File: src/rtl/adc_reading_calibration_unit_assert.svh
// Assertion macros for the ADC reading calibration unit.
// Used by adc_reading_calibration_unit.sv; expects clk and rst in scope.
`ifndef ADC_READING_CALIBRATION_UNIT_ASSERT_SVH
`define ADC_READING_CALIBRATION_UNIT_ASSERT_SVH

// Same-cycle implication, disabled during reset.
`define ACU_ASSERT_NOW(lbl, ante, cons, msg) \
  lbl: assert property (@(posedge clk) disable iff (rst) (ante) |-> (cons)) else $error(msg);

// Next-cycle implication, disabled during reset.
`define ACU_ASSERT_NEXT(lbl, ante, cons, msg) \
  lbl: assert property (@(posedge clk) disable iff (rst) (ante) |=> (cons)) else $error(msg);

`endif

File: src/rtl/acu_pkg.sv
// Shared widths, register indexes and reset values for the calibration unit.
// No dependencies.
package acu_pkg;

  localparam int ADC_W         = 24;  // raw converter word
  localparam int GAIN_W        = 24;  // gain divisor register
  localparam int OFS_W         = 16;  // zero correction register
  localparam int OUT_W         = 16;  // calibrated reading
  localparam int IN_SHIFT      = 5;
  localparam int VAL_W         = ADC_W + 1;          // signed corrected value
  localparam int V_W           = ADC_W - IN_SHIFT;   // shifted positive value
  localparam int FRAC_BITS_DEF = 16;
  localparam int RND_NUM       = 10;  // round up when 10 * r >= 6 * d
  localparam int RND_DEN       = 6;
  localparam int CFG_ADDR_W    = 1;
  localparam int CFG_DATA_W    = GAIN_W;

  localparam logic [GAIN_W-1:0] GAIN_RST = GAIN_W'(65536);
  localparam logic [OFS_W-1:0]  ZERO_RST = '0;

  typedef enum logic [CFG_ADDR_W-1:0] {
    REG_GAIN_DIVISOR    = 1'b0,
    REG_ZERO_CORRECTION = 1'b1
  } cfg_reg_t;

endpackage

File: src/rtl/adc_reading_calibration_unit.sv
// Throughput: one request per cycle unless the output stalls; a 16-step
// restoring divider runs one quotient bit per pipeline stage, so every stage
// can hold a different word.
// A stalled output only blocks stages that are full; bubbles fill up first.
// Reset (synchronous): all stage valids clear, gain 1.0, zero correction 0.
//
// Depends on acu_pkg and adc_reading_calibration_unit_assert.svh.
`include "adc_reading_calibration_unit_assert.svh"

module adc_reading_calibration_unit
  import acu_pkg::*;
#(
  parameter int FRAC_BITS = FRAC_BITS_DEF
) (
  input  logic                  clk,
  input  logic                  rst,
  input  logic                  cfg_we,
  input  logic [CFG_ADDR_W-1:0] cfg_addr,
  input  logic [CFG_DATA_W-1:0] cfg_wdata,
  input  logic                  s_tvalid,
  output logic                  s_tready,
  input  logic [ADC_W-1:0]      s_tdata,   // [23:0] adc_raw
  output logic                  m_tvalid,
  input  logic                  m_tready,
  output logic [OUT_W-1:0]      m_tdata,   // [15:0] reading
  output logic                  m_tuser    // [0] clipped
);

  localparam int Q_W          = OUT_W;
  localparam int NUM_W        = V_W + FRAC_BITS;
  localparam int HI_W         = NUM_W - Q_W;
  localparam int CMP_W        = (HI_W > GAIN_W) ? HI_W : GAIN_W;
  localparam int RND_W        = GAIN_W + 4;
  localparam int ST_MAG       = 0;
  localparam int ST_PRE       = 1;
  localparam int ST_DIV_LAST  = ST_PRE + Q_W;
  localparam int ST_RND       = ST_DIV_LAST + 1;
  localparam int ST_OUT       = ST_RND + 1;
  localparam int NS           = ST_OUT + 1;

  // configuration registers
  logic [GAIN_W-1:0] gain;
  logic [OFS_W-1:0]  zero_corr;

  always_ff @(posedge clk) begin
    if (rst) begin
      gain      <= GAIN_RST;
      zero_corr <= ZERO_RST;
    end else if (cfg_we) begin
      case (cfg_reg_t'(cfg_addr))
        REG_GAIN_DIVISOR:    gain      <= cfg_wdata[GAIN_W-1:0];
        REG_ZERO_CORRECTION: zero_corr <= cfg_wdata[OFS_W-1:0];
        default: ;
      endcase
    end
  end

  // per-stage flow control
  logic [NS-1:0] vld;
  logic [NS-1:0] rdy;

  always_comb begin
    rdy[NS-1] = !vld[NS-1] || m_tready;
    for (int i = NS - 2; i >= 0; i--) begin
      rdy[i] = !vld[i] || rdy[i+1];
    end
  end

  assign s_tready = rdy[ST_MAG];

  always_ff @(posedge clk) begin
    if (rst) begin
      vld <= '0;
    end else begin
      if (rdy[ST_MAG]) begin
        vld[ST_MAG] <= s_tvalid;
      end
      for (int i = ST_MAG + 1; i < NS; i++) begin
        if (rdy[i]) begin
          vld[i] <= vld[i-1];
        end
      end
    end
  end

  // stage payloads
  logic                zro [ST_MAG:ST_RND];
  logic                ovf [ST_PRE:ST_RND];
  logic [V_W-1:0]      v_s0;
  logic [GAIN_W-1:0]   rem [ST_PRE:ST_DIV_LAST];
  logic [Q_W-1:0]      quo [ST_PRE:ST_RND];
  logic [Q_W-1:0]      lo  [ST_PRE:ST_DIV_LAST];
  logic                rnd;
  logic [OUT_W-1:0]    out_reading;
  logic                out_clipped;

  // stage 0: magnitude and zero correction
  logic [ADC_W-1:0] mag;
  logic [VAL_W-1:0] val;

  always_comb begin
    mag = s_tdata[ADC_W-1] ? ({1'b0, ~s_tdata[ADC_W-2:0]} + ADC_W'(1)) : s_tdata;
    if (zero_corr[OFS_W-1]) begin
      val = {1'b0, mag} - VAL_W'(zero_corr[OFS_W-2:0]);
    end else begin
      val = {1'b0, mag} + VAL_W'(zero_corr);
    end
  end

  always_ff @(posedge clk) begin
    if (rdy[ST_MAG]) begin
      zro[ST_MAG] <= val[VAL_W-1] || (val == '0);
      v_s0        <= val[VAL_W-2:IN_SHIFT];
    end
  end

  // stage 1: scale to fixed point, overflow check, initial remainder
  logic [NUM_W-1:0] num;
  logic [HI_W-1:0]  num_hi;

  assign num    = {v_s0, {FRAC_BITS{1'b0}}};
  assign num_hi = num[NUM_W-1:Q_W];

  always_ff @(posedge clk) begin
    if (rdy[ST_PRE]) begin
      zro[ST_PRE] <= zro[ST_MAG];
      // quotient needs more than Q_W bits (also catches a zero divisor)
      ovf[ST_PRE] <= CMP_W'(num_hi) >= CMP_W'(gain);
      rem[ST_PRE] <= GAIN_W'(num_hi);
      lo[ST_PRE]  <= num[Q_W-1:0];
      quo[ST_PRE] <= '0;
    end
  end

  // stages 2..17: one restoring division step each
  for (genvar k = ST_PRE + 1; k <= ST_DIV_LAST; k++) begin : g_div
    logic [GAIN_W:0] sh;
    logic            ge;

    assign sh = {rem[k-1], lo[k-1][Q_W-1]};
    assign ge = sh >= {1'b0, gain};

    always_ff @(posedge clk) begin
      if (rdy[k]) begin
        zro[k] <= zro[k-1];
        ovf[k] <= ovf[k-1];
        rem[k] <= ge ? GAIN_W'(sh - {1'b0, gain}) : sh[GAIN_W-1:0];
        quo[k] <= {quo[k-1][Q_W-2:0], ge};
        lo[k]  <= {lo[k-1][Q_W-2:0], 1'b0};
      end
    end
  end

  // stage 18: rounding decision at fraction 0.6
  always_ff @(posedge clk) begin
    if (rdy[ST_RND]) begin
      zro[ST_RND] <= zro[ST_DIV_LAST];
      ovf[ST_RND] <= ovf[ST_DIV_LAST];
      quo[ST_RND] <= quo[ST_DIV_LAST];
      rnd <= (RND_W'(rem[ST_DIV_LAST]) * RND_W'(RND_NUM)) >=
             (RND_W'(gain) * RND_W'(RND_DEN));
    end
  end

  // stage 19: increment and saturate
  logic [Q_W:0] q_inc;
  logic         sat;

  assign q_inc = {1'b0, quo[ST_RND]} + (Q_W+1)'(rnd);
  assign sat   = ovf[ST_RND] || q_inc[Q_W];

  always_ff @(posedge clk) begin
    if (rdy[ST_OUT]) begin
      if (zro[ST_RND]) begin
        out_reading <= '0;
        out_clipped <= 1'b0;
      end else if (sat) begin
        out_reading <= '1;
        out_clipped <= 1'b1;
      end else begin
        out_reading <= q_inc[Q_W-1:0];
        out_clipped <= 1'b0;
      end
    end
  end

  assign m_tvalid = vld[ST_OUT];
  assign m_tdata  = out_reading;
  assign m_tuser  = out_clipped;

  // checks
  `ACU_ASSERT_NOW(a_clip_full_scale, m_tvalid && m_tuser, m_tdata == '1,
                  "clipped reading is not full scale")
  `ACU_ASSERT_NOW(a_rem_below_div,
                  vld[ST_DIV_LAST] && !zro[ST_DIV_LAST] && !ovf[ST_DIV_LAST],
                  rem[ST_DIV_LAST] < gain, "division remainder not below divisor")
  `ACU_ASSERT_NOW(a_stall_only_full, !s_tready, vld == '1,
                  "input stalled while pipeline has a bubble")
  `ACU_ASSERT_NEXT(a_out_hold, m_tvalid && !m_tready,
                   m_tvalid && $stable(m_tdata) && $stable(m_tuser), "stalled output changed")

endmodule
File: config.mk
export PLATFORM = sky130hd
export DESIGN_NAME = adc_reading_calibration_unit
export DESIGN_NICKNAME = d
export VERILOG_FILES = /design/src/rtl/acu_pkg.sv /design/src/rtl/adc_reading_calibration_unit.sv
export VERILOG_INCLUDE_DIRS = /design/src /design/src/rtl
export SDC_FILE = /design/constraint.sdc
export NUM_CORES = 2
export LEC_CHECK = 0
export BUFFER_PORTS_ARGS = -buffer_cell sky130_fd_sc_hd__buf_2
export CORE_MARGIN = 2
export CORE_UTILIZATION = 40
export DETAILED_ROUTE_END_ITERATION = 6
export SLEW_MARGIN = 10
export SYNTH_ARGS = -nofsm -noshare
export SYNTH_HDL_FRONTEND = slang
export SYNTH_SLANG_ARGS = --single-unit
File: constraint.sdc
create_clock -name clk -period 6.3 [get_ports clk]
set_input_delay 1.26 -clock clk [delete_from_list [all_inputs] [get_ports clk]]
set_output_delay 1.26 -clock clk [all_outputs]
set_load 0.005 [all_outputs]
==> impl_metrics.py <==
metrics = {
    "routing": {
        "wl_met2_um": 55900,
        "wirelength_um": 121000,
        "top_layer": "met4",
        "wl_per_cell_um": 18.8,
        "wl_met3_um": 4570,
        "drt_first_pass_iters": 5,
        "drc": 0,
        "vias": 35200,
        "drt_iter0_markers": 2401,
        "ant_nets": 0,
        "wl_met1_um": 57600,
        "post_drt_via_cell_ratio": 5.48,
    },
    "cts": {
        "ctsHoldBuffers": 0,
        "cts_made_buffers": 80,
        "cts_tree": "done",
        "cts.clk_slew.worst_paths_ps": 60,
        "cts_setup_buffers": 0,
        "clock_sink_count": 689,
        "post_cts_resized": 0,
        "cts_buffer_depth": 3,
        "htree_levels": 3,
        "clock_latency_ps": 650,
        "cts-root-buf": "clkbuf_16",
    },
    "final_layout": {
        "fillCellCount": 11400,
        "num_antenna_cells": 0,
        "finalNetCount": 5353,
        "final_common_cell": "edfxtp_1",
        "drive_above_1_share_pct": 10.7,
        "fin_util_pct": 44.6,
        "final_cell_mix": "629 x edfxtp_1, 527 x ha_1, 396 x a21oi_1, 393 x nand2_1, 302 x nor2_1",
        "area_growth_pct": 10.8,
    },
    "power_and_ir_drop": {
        "irDropWorstVdd_v": 0.000284,
        "pwr_density_cell_mw_per_mm2": 620,
        "p_leak_nw": 21.2,
    },
    "synth": {
        "synth-warning-count": 0,
        "synthFlopType": "edfxtp_1",
        "ys_ff_latch": 689,
        "synth_area_sq_mm": 0.0480,
        "yosysUniqueCellTypes": 82,
        "synth_top_area_share_pct": 39.3,
        "synth-async-reset-ratio_pct": 0,
        "synth.avg_cell_area_sq_um": 10.4,
        "synth_fp_nets": 5213,
        "synth-edff-count": 629,
        "ys_seq_area_share_pct": 41.8,
        "yosys.area.top_type": "edfxtp_1",
        "synthTopCellsByArea": "edfxtp_1 39%, ha_1 14%, xnor2_1 5.0%",
        "syn-instance-count": 4613,
    },
    "worst_setup_path": {
        "worstPathRequired_ps": 5040,
        "crit_chain": "buf_2 > nor2b_1 > inv_1 > nor2_1 > and2_1 > inv_1 > nor3_1 > nand3_1 > buf_4 > nor2_1 > nand3_1 > buf_4 > buf_2",
        "r2r_slack_ps": 1170,
        "r2r.worst_path.cells": 21,
        "max_stage_delay_ps": 520,
        "timing_worst_setup_path_type": "input port to output pin",
        "worst_ep_arrival_time_ps": 4260,
        "worstSetupStartpointType": "input port",
        "crit_fanout": 30,
        "slowest_stage": "nor2_1",
        "r2r-end": "rnd",
        "crit_start": "m_tready",
        "r2r_start": "rem[0][412]",
        "end_kind": "output pin",
    },
    "timing": {
        "grt_setup_unrepaired": "no",
        "finalCritPeriodShare_pct": 87.6,
        "finalHoldViolCount": 0,
        "period_needed_ps": 5520,
        "max_freq_mhz": 181,
        "setup_tns_ps": 0,
        "final-setup-viol-count": 0,
        "slew_violations": 0,
        "relSlewSlack_pct": 22.1,
        "skew_ps": 25.9,
        "tightest_slew_ps": 1140,
    },
    "floorplan": {
        "die_area_sq_mm": 0.123,
        "initial_utilization_pct": 40.2,
        "die_x_um": 351,
        "die_height_um": 351,
        "coreArea_sq_mm": 0.119,
        "pin_count": 73,
        "placementRows": 127,
    },
    "worst_hold_path": {
        "hold_path.class": "register to register",
        "min_to": "quo[0][252]",
        "hold_path_startpoint": "quo[0][235]",
        "min_path_cells": 0,
    },
    "placement": {
        "portBuffers": 72,
        "dp_hpwl_um": 91100,
        "place_congestion": 0.871,
    },
    "job": {
        "drv_cap": 0,
    },
    "grt": {
        "grt_max_degree": 61,
        "grt_antenna_before_repair": 5,
        "gr-total-overflow": 0,
        "grt_pass1_wl_um": 190000,
        "grt_usage_pct": 19.5,
        "grt_pass1_vias": 33500,
    },
    "status": {
        "outcome": "finished, final reports clean",
    },
}
[power breakdown]
part | total [W] | leakage (nW) | internal, W | switching, W
clock | 0.00481 | 1.31 | 0.00286 | 0.00195
sequential | 0.00939 | 7.09 | 0.00819 | 0.00120
combinational | 0.0188 | 12.8 | 0.00884 | 0.00995
total | 0.0330 | 21.2 | 0.0199 | 0.0131
[stage by stage]
stage	power, W	area (sq um)	hold WS, ps	std cells	setup WS [ps]
after CTS	0.0331	53200	405	6428	799
after global routing	0.0358	53200	422	6428	505
after floorplan	0.0239	48000	400	4613	8.64
after detailed placement	0.0281	50600	405	6283	688
after global placement	0.0278	50600	400	6283	662
final	0.0330	53200	406	6428	784
[Yosys cell counts (72+ instances only)]
cell type,n
nor3_1,84
nor2_1,303
xnor2_1,272
xor2_1,129
nor2b_1,82
a21o_1,132
edfxtp_1,629
nand2_1,394
inv_1,187
mux2_2,114
ha_1,527
o21ai_0,277
nand3_1,96
mux2_4,72
nand2b_1,75
a21oi_1,396
[layer usage]
layer	track usage, %	up-vias
met5	0	-
met4	4.31	0
met3	2.28	136
met2	32.4	657
met1	27.3	16900
li1	-	17600
[critical path: cells and delay by family]
family	cells	cell delay, ps
buffers and inverters	6	930
AND/OR/NAND/NOR	7	2030
[cell type report]
type,count,area [sq um],area share (%)
Timing Repair Buffer,141,878,1.65
Clock buffer,98,2170,4.07
Inverter,187,702,1.32
Clock inverter,47,519,0.975
Sequential cell,689,20100,37.7
Tap cell,1612,2020,3.79
Multi-Input combinational cell,3654,26900,50.5
[worst max path at each step]
stage,end,cells after the start
2_1_floorplan,s_tready,9
3_3_place_gp,zro[0],18
3_5_place_dp,zro[0],18
4_1_cts,s_tready,13
5_1_grt,s_tready,13
6_report,s_tready,13
[sequential cells by signal (all words and copies together) (netlist names)]
name / count
rem: 403
quo: 152
gain: 24
vld: 20
num_hi: 19
zro: 19
ovf: 18
m_tdata: 16
zero_corr: 16
m_tuser: 1
rnd: 1
[kinds of logic after synthesis]
logic type / share of synthesized area, %
xor gates and xnor gates: 7.31
buffers and inverters: 2.31
AOI/OAI and AO/OA: 16.2
and+or+nand+nor: 12.6
adders and majority gates: 14.5
DFF: 41.8
muxes: 5.26
No activity file was read; power rests on OpenSTA's default activity.
